### config.mk
export PLATFORM = sky130hd
export DESIGN_NAME = protection_region_table_check_unit
export DESIGN_NICKNAME = d
export VERILOG_FILES = /design/src/design/prtc_pkg.sv /design/src/design/prtc_region_mem.sv /design/src/design/prtc_range_cmp.sv /design/src/design/protection_region_table_check_unit.sv
export VERILOG_INCLUDE_DIRS = /design/src /design/src/design
export SDC_FILE = /design/constraint.sdc
export NUM_CORES = 2
export LEC_CHECK = 0
export ABC_AREA = 1
export BUFFER_PORTS_ARGS = -buffer_cell sky130_fd_sc_hd__buf_4
export CAP_MARGIN = 20
export CORE_MARGIN = 5
export CORE_UTILIZATION = 30
export CTS_BUF_LIST = sky130_fd_sc_hd__clkbuf_2 sky130_fd_sc_hd__clkbuf_4 sky130_fd_sc_hd__clkbuf_8
export DETAILED_ROUTE_END_ITERATION = 16
export GPL_TIMING_DRIVEN = 1
export PLACE_DENSITY = 0.55
export SLEW_MARGIN = 10
export SYNTH_ARGS = -nofsm -noshare
export SYNTH_HDL_FRONTEND = slang
export SYNTH_HIERARCHICAL = 1
export SYNTH_SLANG_ARGS = --single-unit
export TNS_END_PERCENT = 10
### constraint.sdc
create_clock -name clk -period 20.8 [get_ports clk]
set_clock_uncertainty 0.15 [all_clocks]
set_input_delay 1.04 -clock clk [delete_from_list [all_inputs] [get_ports clk]]
set_output_delay 1.04 -clock clk [all_outputs]
set_load 0.01 [all_outputs]
### src/design/protection_region_table_check_unit_defines.svh
// Assertion helpers shared by the protection region table check design.
`ifndef PROTECTION_REGION_TABLE_CHECK_UNIT_DEFINES_SVH
`define PROTECTION_REGION_TABLE_CHECK_UNIT_DEFINES_SVH

// Same-cycle implication, checked outside reset.
`define PRTC_ASSERT_IMP(lbl, ck, rn, ante, cons) \
  lbl: assert property (@(posedge ck) disable iff (!rn) (ante) |-> (cons)) \
    else $error("prtc: implication check failed");

// Next-cycle implication, checked outside reset.
`define PRTC_ASSERT_NXT(lbl, ck, rn, ante, cons) \
  lbl: assert property (@(posedge ck) disable iff (!rn) (ante) |=> (cons)) \
    else $error("prtc: next-cycle check failed");

`endif

### src/design/prtc_pkg.sv
package prtc_pkg;

  localparam int NUM_REGIONS_DEF = 16;

  localparam logic [7:0] TEMP_PRIORITY = 8'd3;

  typedef enum logic [2:0] {
    CMD_SET     = 3'd0,
    CMD_DISABLE = 3'd1,
    CMD_LOCK    = 3'd2,
    CMD_READ    = 3'd3,
    CMD_CHECK   = 3'd4
  } cmd_t;

  localparam logic [1:0] ST_OK      = 2'd0;
  localparam logic [1:0] ST_INVALID = 2'd1;
  localparam logic [1:0] ST_RANGE   = 2'd2;
  localparam logic [1:0] ST_LOCKED  = 2'd3;

  localparam logic [2:0] PERM_R = 3'b001;
  localparam logic [2:0] PERM_W = 3'b010;
  localparam logic [2:0] PERM_X = 3'b100;

  typedef struct packed {
    logic [31:0] start_addr;
    logic [31:0] end_addr;
    logic [2:0]  perms;
    logic [7:0]  prio;
    logic        locked;
  } entry_t;

  localparam entry_t RESET_ENTRY = '{
    start_addr: 32'd0,
    end_addr:   32'd0,
    perms:      3'd0,
    prio:       TEMP_PRIORITY,
    locked:     1'b0
  };

  typedef struct packed {
    logic hit;
    logic perm_ok;
  } cmp_res_t;

endpackage

### src/design/prtc_region_mem.sv
module prtc_region_mem #(
  parameter int NUM_REGIONS = prtc_pkg::NUM_REGIONS_DEF,
  parameter int AW          = 4
) (
  input  logic            clk,
  input  logic            rst_n,
  input  logic            we,
  input  logic [AW-1:0]   waddr,
  input  prtc_pkg::entry_t wdata,
  input  logic [AW-1:0]   raddr,
  output prtc_pkg::entry_t rdata
);
  import prtc_pkg::*;

  entry_t                 mem [NUM_REGIONS];
  logic [NUM_REGIONS-1:0] valid_r;
  entry_t                 rdata_r;
  logic                   rvalid_r;

  // Valid bits stand in for the reset contents of the array.
  always_ff @(posedge clk) begin
    if (!rst_n) begin
      valid_r <= '0;
    end else if (we) begin
      valid_r[waddr] <= 1'b1;
    end
  end

  always_ff @(posedge clk) begin
    if (we) begin
      mem[waddr] <= wdata;
    end
  end

  always_ff @(posedge clk) begin
    rdata_r  <= mem[raddr];
    rvalid_r <= valid_r[raddr];
  end

  assign rdata = rvalid_r ? rdata_r : RESET_ENTRY;

endmodule

### src/design/prtc_range_cmp.sv
module prtc_range_cmp (
  input  prtc_pkg::entry_t   entry,
  input  logic [31:0]        addr,
  input  logic [31:0]        last,
  input  logic [2:0]         need,
  output prtc_pkg::cmp_res_t res
);
  import prtc_pkg::*;

  logic enabled;

  // An entry with zero start and zero end is disabled.
  assign enabled     = (entry.start_addr != 32'd0) || (entry.end_addr != 32'd0);
  assign res.hit     = enabled && (entry.start_addr <= addr) && (last <= entry.end_addr);
  assign res.perm_ok = ((entry.perms & need) == need);

endmodule

### src/design/protection_region_table_check_unit.sv
// Protection region table with access check. The block holds NUM_REGIONS
// regions (start inclusive, end exclusive, R/W/X permissions, priority tag,
// lock flag) in a register array with one write port and one registered
// read port, plus a high-water count of used entries. One item is handled at
// a time and in_ready is low until its result has been taken. Set, disable,
// lock and read fetch their entry at accept and go to S_TBL, where set,
// disable and lock write it back and the result is registered; commands
// that fail before the table is read (bad index, empty range, unknown
// command, overflowing access) present their result in the cycle after
// accept. A check scans entries 0 up to the used count in index order
// through one shared range comparator, one entry per cycle behind the read
// port, and stops early at the first matching entry. The table needs no
// clearing pass: per-entry valid bits make untouched entries read as their
// reset contents right after reset.
module protection_region_table_check_unit #(
  parameter int NUM_REGIONS = prtc_pkg::NUM_REGIONS_DEF
) (
  input  logic        clk,
  input  logic        rst_n,
  input  logic        in_valid,
  output logic        in_ready,
  input  logic [2:0]  in_cmd,
  input  logic [7:0]  in_region_index,
  input  logic [31:0] in_range_start,
  input  logic [31:0] in_range_end,
  input  logic [2:0]  in_perm_bits,
  input  logic [7:0]  in_region_priority,
  input  logic        in_lock_on_set,
  input  logic [31:0] in_access_addr,
  input  logic [31:0] in_access_size,
  input  logic        in_write_access,
  input  logic        in_is_exec,
  output logic        out_valid,
  input  logic        out_ready,
  output logic [1:0]  out_status,
  output logic        out_allowed,
  output logic [31:0] out_read_start,
  output logic [31:0] out_read_end,
  output logic [2:0]  out_read_perms,
  output logic [7:0]  out_read_priority,
  output logic        out_read_locked
);
  import prtc_pkg::*;
`include "protection_region_table_check_unit_defines.svh"

  localparam int AW = (NUM_REGIONS > 1) ? $clog2(NUM_REGIONS) : 1;
  localparam int CW = $clog2(NUM_REGIONS + 1);

  typedef enum logic [1:0] {
    S_IDLE,
    S_TBL,
    S_SCAN,
    S_RESP
  } state_t;

  state_t      state_r;
  logic [2:0]  cmd_r;
  logic [AW-1:0] idx_r;
  logic [31:0] rs_r;
  logic [31:0] re_r;
  logic [2:0]  perm_r;
  logic [7:0]  prio_r;
  logic        lock_r;
  logic [31:0] addr_r;
  logic [31:0] last_r;
  logic [2:0]  need_r;
  logic [CW-1:0] used_r;
  logic [CW-1:0] scan_r;
  logic        pend_r;

  logic        out_valid_r;
  logic [1:0]  out_status_r;
  logic        out_allowed_r;
  logic [31:0] out_read_start_r;
  logic [31:0] out_read_end_r;
  logic [2:0]  out_read_perms_r;
  logic [7:0]  out_read_priority_r;
  logic        out_read_locked_r;

  logic        in_fire;
  logic        idx_ok;
  logic [32:0] acc_sum;
  logic [2:0]  need_in;

  logic          mem_we;
  entry_t        mem_wdata;
  logic [AW-1:0] mem_raddr;
  entry_t        rd_entry;
  cmp_res_t      cmp;

  assign in_ready = (state_r == S_IDLE);
  assign in_fire  = in_valid && in_ready;
  assign idx_ok   = ({1'b0, in_region_index} < 9'(NUM_REGIONS));
  assign acc_sum  = {1'b0, in_access_addr} + {1'b0, in_access_size};

  // Writes need W and fetches need X; a plain access needs R.
  always_comb begin
    need_in = 3'd0;
    if (in_write_access) begin
      need_in = need_in | PERM_W;
    end
    if (in_is_exec) begin
      need_in = need_in | PERM_X;
    end
    if (!in_write_access && !in_is_exec) begin
      need_in = PERM_R;
    end
  end

  // Read the addressed entry at accept; during a scan read the scan pointer.
  assign mem_raddr = (state_r == S_IDLE) ? in_region_index[AW-1:0] : scan_r[AW-1:0];

  prtc_region_mem #(
    .NUM_REGIONS (NUM_REGIONS),
    .AW          (AW)
  ) u_mem (
    .clk   (clk),
    .rst_n (rst_n),
    .we    (mem_we),
    .waddr (idx_r),
    .wdata (mem_wdata),
    .raddr (mem_raddr),
    .rdata (rd_entry)
  );

  prtc_range_cmp u_cmp (
    .entry (rd_entry),
    .addr  (addr_r),
    .last  (last_r),
    .need  (need_r),
    .res   (cmp)
  );

  // Table update: set writes the whole entry, disable keeps priority and
  // lock, lock only raises the flag. Locked entries refuse set and disable.
  always_comb begin
    mem_we    = 1'b0;
    mem_wdata = rd_entry;
    if (state_r == S_TBL) begin
      unique case (cmd_r)
        CMD_SET: begin
          mem_we    = !rd_entry.locked;
          mem_wdata = '{start_addr: rs_r, end_addr: re_r, perms: perm_r,
                        prio: prio_r, locked: lock_r};
        end
        CMD_DISABLE: begin
          mem_we               = !rd_entry.locked;
          mem_wdata.start_addr = 32'd0;
          mem_wdata.end_addr   = 32'd0;
          mem_wdata.perms      = 3'd0;
        end
        CMD_LOCK: begin
          mem_we           = 1'b1;
          mem_wdata.locked = 1'b1;
        end
        default: begin
          mem_we = 1'b0;
        end
      endcase
    end
  end

  always_ff @(posedge clk) begin
    if (!rst_n) begin
      state_r     <= S_IDLE;
      out_valid_r <= 1'b0;
      used_r      <= '0;
      scan_r      <= '0;
      pend_r      <= 1'b0;
    end else begin
      unique case (state_r)
        S_IDLE: begin
          if (in_fire) begin
            cmd_r               <= in_cmd;
            idx_r               <= in_region_index[AW-1:0];
            rs_r                <= in_range_start;
            re_r                <= in_range_end;
            perm_r              <= in_perm_bits;
            prio_r              <= in_region_priority;
            lock_r              <= in_lock_on_set;
            addr_r              <= in_access_addr;
            last_r              <= acc_sum[31:0];
            need_r              <= need_in;
            scan_r              <= '0;
            pend_r              <= 1'b0;
            out_status_r        <= ST_OK;
            out_allowed_r       <= 1'b0;
            out_read_start_r    <= 32'd0;
            out_read_end_r      <= 32'd0;
            out_read_perms_r    <= 3'd0;
            out_read_priority_r <= 8'd0;
            out_read_locked_r   <= 1'b0;
            unique case (in_cmd)
              CMD_SET, CMD_DISABLE, CMD_LOCK, CMD_READ: begin
                if (!idx_ok) begin
                  out_status_r <= ST_INVALID;
                  out_valid_r  <= 1'b1;
                  state_r      <= S_RESP;
                end else if ((in_cmd == CMD_SET) && (in_range_start >= in_range_end)) begin
                  out_status_r <= ST_RANGE;
                  out_valid_r  <= 1'b1;
                  state_r      <= S_RESP;
                end else begin
                  state_r <= S_TBL;
                end
              end
              CMD_CHECK: begin
                // Deny an access that runs past the top of the address space.
                if (acc_sum[32]) begin
                  out_valid_r <= 1'b1;
                  state_r     <= S_RESP;
                end else begin
                  state_r <= S_SCAN;
                end
              end
              default: begin
                out_status_r <= ST_INVALID;
                out_valid_r  <= 1'b1;
                state_r      <= S_RESP;
              end
            endcase
          end
        end
        S_TBL: begin
          unique case (cmd_r)
            CMD_SET: begin
              if (rd_entry.locked) begin
                out_status_r <= ST_LOCKED;
              end else if (CW'(idx_r) >= used_r) begin
                used_r <= CW'(idx_r) + CW'(1);
              end
            end
            CMD_DISABLE: begin
              if (rd_entry.locked) begin
                out_status_r <= ST_LOCKED;
              end
            end
            CMD_READ: begin
              out_read_start_r    <= rd_entry.start_addr;
              out_read_end_r      <= rd_entry.end_addr;
              out_read_perms_r    <= rd_entry.perms;
              out_read_priority_r <= rd_entry.prio;
              out_read_locked_r   <= rd_entry.locked;
            end
            default: begin
              out_status_r <= ST_OK;
            end
          endcase
          out_valid_r <= 1'b1;
          state_r     <= S_RESP;
        end
        S_SCAN: begin
          // Compare the entry fetched last cycle while fetching the next one.
          if (pend_r && cmp.hit) begin
            out_allowed_r <= cmp.perm_ok;
            out_valid_r   <= 1'b1;
            state_r       <= S_RESP;
          end else if (scan_r == used_r) begin
            out_allowed_r <= 1'b0;
            out_valid_r   <= 1'b1;
            state_r       <= S_RESP;
          end else begin
            scan_r <= scan_r + CW'(1);
            pend_r <= 1'b1;
          end
        end
        S_RESP: begin
          if (out_ready) begin
            out_valid_r <= 1'b0;
            state_r     <= S_IDLE;
          end
        end
        default: begin
          state_r <= S_IDLE;
        end
      endcase
    end
  end

  assign out_valid         = out_valid_r;
  assign out_status        = out_status_r;
  assign out_allowed       = out_allowed_r;
  assign out_read_start    = out_read_start_r;
  assign out_read_end      = out_read_end_r;
  assign out_read_perms    = out_read_perms_r;
  assign out_read_priority = out_read_priority_r;
  assign out_read_locked   = out_read_locked_r;

  `PRTC_ASSERT_IMP(a_one_side_busy, clk, rst_n, out_valid_r, !in_ready)
  `PRTC_ASSERT_IMP(a_used_bound, clk, rst_n, 1'b1, used_r <= CW'(NUM_REGIONS))
  `PRTC_ASSERT_IMP(a_no_locked_write, clk, rst_n,
                   mem_we && (cmd_r != CMD_LOCK), !rd_entry.locked)
  `PRTC_ASSERT_IMP(a_scan_bound, clk, rst_n, state_r == S_SCAN, scan_r <= used_r)
  `PRTC_ASSERT_IMP(a_allow_only_check, clk, rst_n,
                   out_valid_r && out_allowed_r, cmd_r == CMD_CHECK)
  `PRTC_ASSERT_NXT(a_resp_after_tbl, clk, rst_n, state_r == S_TBL, out_valid_r)

endmodule
==> reports/results.txt <==
The flow ran to the end, and the final reports show no timing, DRC or antenna violations. Once routing completed, OpenROAD measured the worst setup slack at 15.34 ns. The period utilization is 0.263. The Yosys step of the flow raised 6 warnings. For the worst setup path, the data required time is 21.21 ns. Summing all multi-input logic gate instances after layout gives 17100 um^2. Async set-reset flop share out of synthesis: 0.

STA classifies the critical path startpoint as a flop. The prevailing post-synth register cell is sky130_fd_sc_hd__edfxtp_1. The maximum number of pins on one net before global-route repair came out at 193. The tools report the routability congestion estimate from global placement as 0.872. For the total wire length after detailed routing, the log shows 216000 um. In this run, the number of DRC markers left after iteration 0 of detailed routing was 4681. The number of global-route vias before repair is 46.3k, and the total number of placement rows is 175. Number of enable flip-flop cells after synthesis: 1445.

The number of distinct standard cells referenced by the synthesized netlist is 49. The fraction of final layout cells sized beyond drive strength 1 came out at 0.115. Yosys attributes the largest share of cell area to sky130_fd_sc_hd__edfxtp_1 (63%), sky130_fd_sc_hd__nand2_1 (11%), sky130_fd_sc_hd__inv_1 (7.0%). The run gives 0 as the hold violation count in the final report.

The minimum clock period is 5.46 ns. The fraction of the mapped netlist area in simple logic gates works out to 0.191. The detail route stage leaves a number of antenna-violating nets equal to 0.

At the pin with the least slew margin, the transition time is 1.16 ns. The area share of fa/ha/maj cells after synthesis is 0.0254, and the met1 wire length is 91000 um. The logs give 239000 um^2 for the die area and 228000 um^2 for the area of the core region. CTS placed an instance of sky130_fd_sc_hd__clkbuf_8 at the clock tree root. The combinational family with the most area after synthesis was simple AND/OR/NAND/NOR gates. The wire-length estimate of the detail-placed layout is 122000 um. Of all nets on the critical path, the largest fanout is 37.

Switching power as a share of total power: 0.353. The clock sink count came out at 1552. The synthesized cell area was 68900 um^2.

The tools report the net total in the final layout as 7315. The overall track demand over capacity in global routing came out at 0.175. The mux cell area share after synthesis was 0.00131.

The run gives 0 as the number of remaining DRC errors. The signed area change from the synthesized netlist to the final layout came out at 15.2%. During I/O placement, the number of pins put on the boundary was 238.

The logs give 0.297 for the relative contribution of the clock network to total power and 5 for the number of H-tree levels. Counting the buffers created by CTS gives 284. The tool flagged a number of max-cap violations equal to 0. For the switching component of the power, the log shows 3390 uW. Timing would allow up to 0.183 GHz. STA classifies the critical path endpoint as a flop. Among all cell types in the netlist, the one instantiated most often is sky130_fd_sc_hd__nand2_1. Averaged over all synthesized cells, the footprint is 10.3 um^2. The run gives 10.2k as the filler-free cell count of the finished design. The count of buffers inserted at the top-level ports is 237. The total power density per cell area came out at 121 nW/um^2.

The first-pass GRT wire length was 311000 um. Data on the critical path arrives at its endpoint at 5.87 ns. After detailed routing, the number of vias per cell comes to 4.71.

The xor-xnor portion of the synthesized cell area came out at 0.00445. For the register cell area after layout, the log shows 45500 um^2. The buffer depth of the longest clock path is 4, and the sum of negative setup slack is 0 ns. The cell type with the largest total area after synthesis was sky130_fd_sc_hd__edfxtp_1. Buffers added to address setup during post-CTS repair amount to 0. Path class of the lowest-slack min-delay path: in -> reg.

The run gives 0.417 as the sequential share of power. The number of iterations in the first detailed-routing pass is 8. The final max-slew violation count came out at 0. Setup repair after global routing left no endpoint under its margin. The logs give 0.228 for the relative slew slack and 6706 for the gate count of the mapped netlist. From bottom edge to top edge, the die measures 489 um. Signal routing reaches up to met5. The later pin in the worst-skew pair is clocked with a latency of 0.98 ns. From left edge to right edge, the die measures 489 um. TritonCTS built the clock tree. Post-placement cell area: 73700 um^2. The net count after synthesis is 7002, and the count of final setup violators is 0. The tools report the effective utilization at floorplan as 0.302. The number of fill cells in the layout is 22.6k, and the number of flip-flops and latches in the synthesized netlist is 1552. The run gives 35 as the initial antenna violation count. For this run the aggregate overflow at the end of global routing stands at 0. The post-placement setup slack is 15.26 ns. Clock-pin slew was measured on the worst setup and hold paths at 0.06 ns.

For the proportion of power drawn by combinational gates, the log shows 0.286. IR analysis of the VDD net gives a maximum drop of 121 uV. Routed length on met2: 99800 um. With fillers left out, the area of the finished cells amounts to 79300 um^2. The post-synthesis compound-gate area fraction was 0.0237. The top cell type's share of synthesized area is 0.630, and the internal power component is 6200 uW.

Counting instances in the post-synthesis netlist gives the leading cell types as sky130_fd_sc_hd__nand2_1 (2000), sky130_fd_sc_hd__edfxtp_1 (1445), sky130_fd_sc_hd__inv_1 (1288). The share of synthesized area occupied by flip-flops and latches came out at 0.661. The setup path with the least slack is of type reg -> reg. Wire segments on met3 add up to 16300 um in the final route.

For this design the static power due to leakage is 0.0345 uW. After detailed routing, the average wire length per cell comes to 21.1 um. Summing over every cut layer, the via total after detailed routing is 48.3k. Once placement completed, the tool counted placed cells totaling 9723.
[layout by cell type (no fill, tap or decap), drive strengths merged, types with 32 or more instances in the layout]
master / instances
dfxtp: 107
a21oi: 103
edfxtp: 1445
inv: 1299
nand3: 956
clkbuf: 419
o21ai: 32
clkinv: 63
ha: 138
nor2: 112
nand2: 2013
a32o: 67
buf: 305
[power groups by stage]
| stage | Sequential [uW] | Clock, uW | Combinational, uW |
|---|---|---|---|
| 2_1_floorplan | 4040 | 0 | 1750 |
| 4_1_cts | 4000 | 2910 | 2740 |
| 3_3_place_gp | 4060 | 0 | 2710 |
| 6_report | 3990 | 2850 | 2740 |
| 3_5_place_dp | 4060 | 0 | 2730 |
| 5_1_grt | 4010 | 3060 | 3010 |
[path summary, 6_finish.rpt]
check / slack (ns) / from / endpoint / cells past startpoint
worst max-delay path: 15.34 / state_r[1] / u_mem/mem[13][25] / 12
worst min-delay path: 0.11 / in_range_end[7] / re_r[7] / 1
worst max register to register: 15.34 / state_r[1] / u_mem/mem[13][25] / 12
worst min register to register: 0.31 / u_mem/valid_r[3] / u_mem/valid_r[3] / 2
[metal layers]
layer / up-vias / GRT usage
met5: - / 0
met4: 4 / 0.0703
met3: 430 / 0.0308
met2: 1925 / 0.281
met1: 23500 / 0.237
li1: 22500 / -
[worst max-delay path: stages, from the launching register on]
cell	delay (ns)
sky130_fd_sc_hd__dfxtp_1	0.34
sky130_fd_sc_hd__inv_1	0.12
sky130_fd_sc_hd__ha_4	0.30
sky130_fd_sc_hd__nand2_1	0.18
sky130_fd_sc_hd__nor2_1	0.17
sky130_fd_sc_hd__clkinv_2	0.62
sky130_fd_sc_hd__o21ai_1	0.41
sky130_fd_sc_hd__inv_1	0.13
sky130_fd_sc_hd__nor3_1	0.25
sky130_fd_sc_hd__inv_1	0.21
sky130_fd_sc_hd__nor2_4	0.81
sky130_fd_sc_hd__buf_4	0.63
sky130_fd_sc_hd__buf_4	0.69
[state kept, by name, summed over array words and instances (netlist names), 4 cells and up]
| register | cells |
|---|---|
| u_mem/mem | 1216 |
| u_mem/rdata_r | 76 |
| addr_r | 32 |
| last_r | 32 |
| out_read_end | 32 |
| out_read_start | 32 |
| re_r | 32 |
| rs_r | 32 |
| u_mem/valid_r | 16 |
| out_read_priority | 8 |
| prio_r | 8 |
| scan_r | 5 |
| used_r | 5 |
| idx_r | 4 |
[cell families (layout without fill, tap and decap cells)]
family / after synthesis / after routing
buf+inv: 1601 / 2116
compound gates: 237 / 237
simple gates: 3134 / 3134
xor+xnor: 35 / 35
fa+ha+maj: 139 / 139
other cells: 0 / 13
flops: 1552 / 1552
mux: 8 / 8
[timing repair]
item | CTS | global route
endpoints found under the setup margin | 0 | 0
hold endpoints to repair | 19 | 0
gates resized for setup | 0 | 0
hold buffers | 19 | 0
[area by class of cell]
class,count,share of cell area
sequential,1552,0.574
clock buffer,419,0.0640
inverter,1304,0.0624
tap,3009,0.0475
timing repair buffer,324,0.0320
multi-input combinational,3553,0.215
antenna,13,0.000410
clock inverter,69,0.00461
[per-stage QoR]
stage          hold WS, ns  utilization  total power, uW
3_3_place_gp         0.292        0.323             6760
6_report             0.106        0.348             9590
4_1_cts            0.00108        0.348             9650
3_5_place_dp         0.302        0.323             6790
5_1_grt             0.0451        0.348            10100
2_1_floorplan        0.285            -             5800
(Power assumes the default switching activity.)
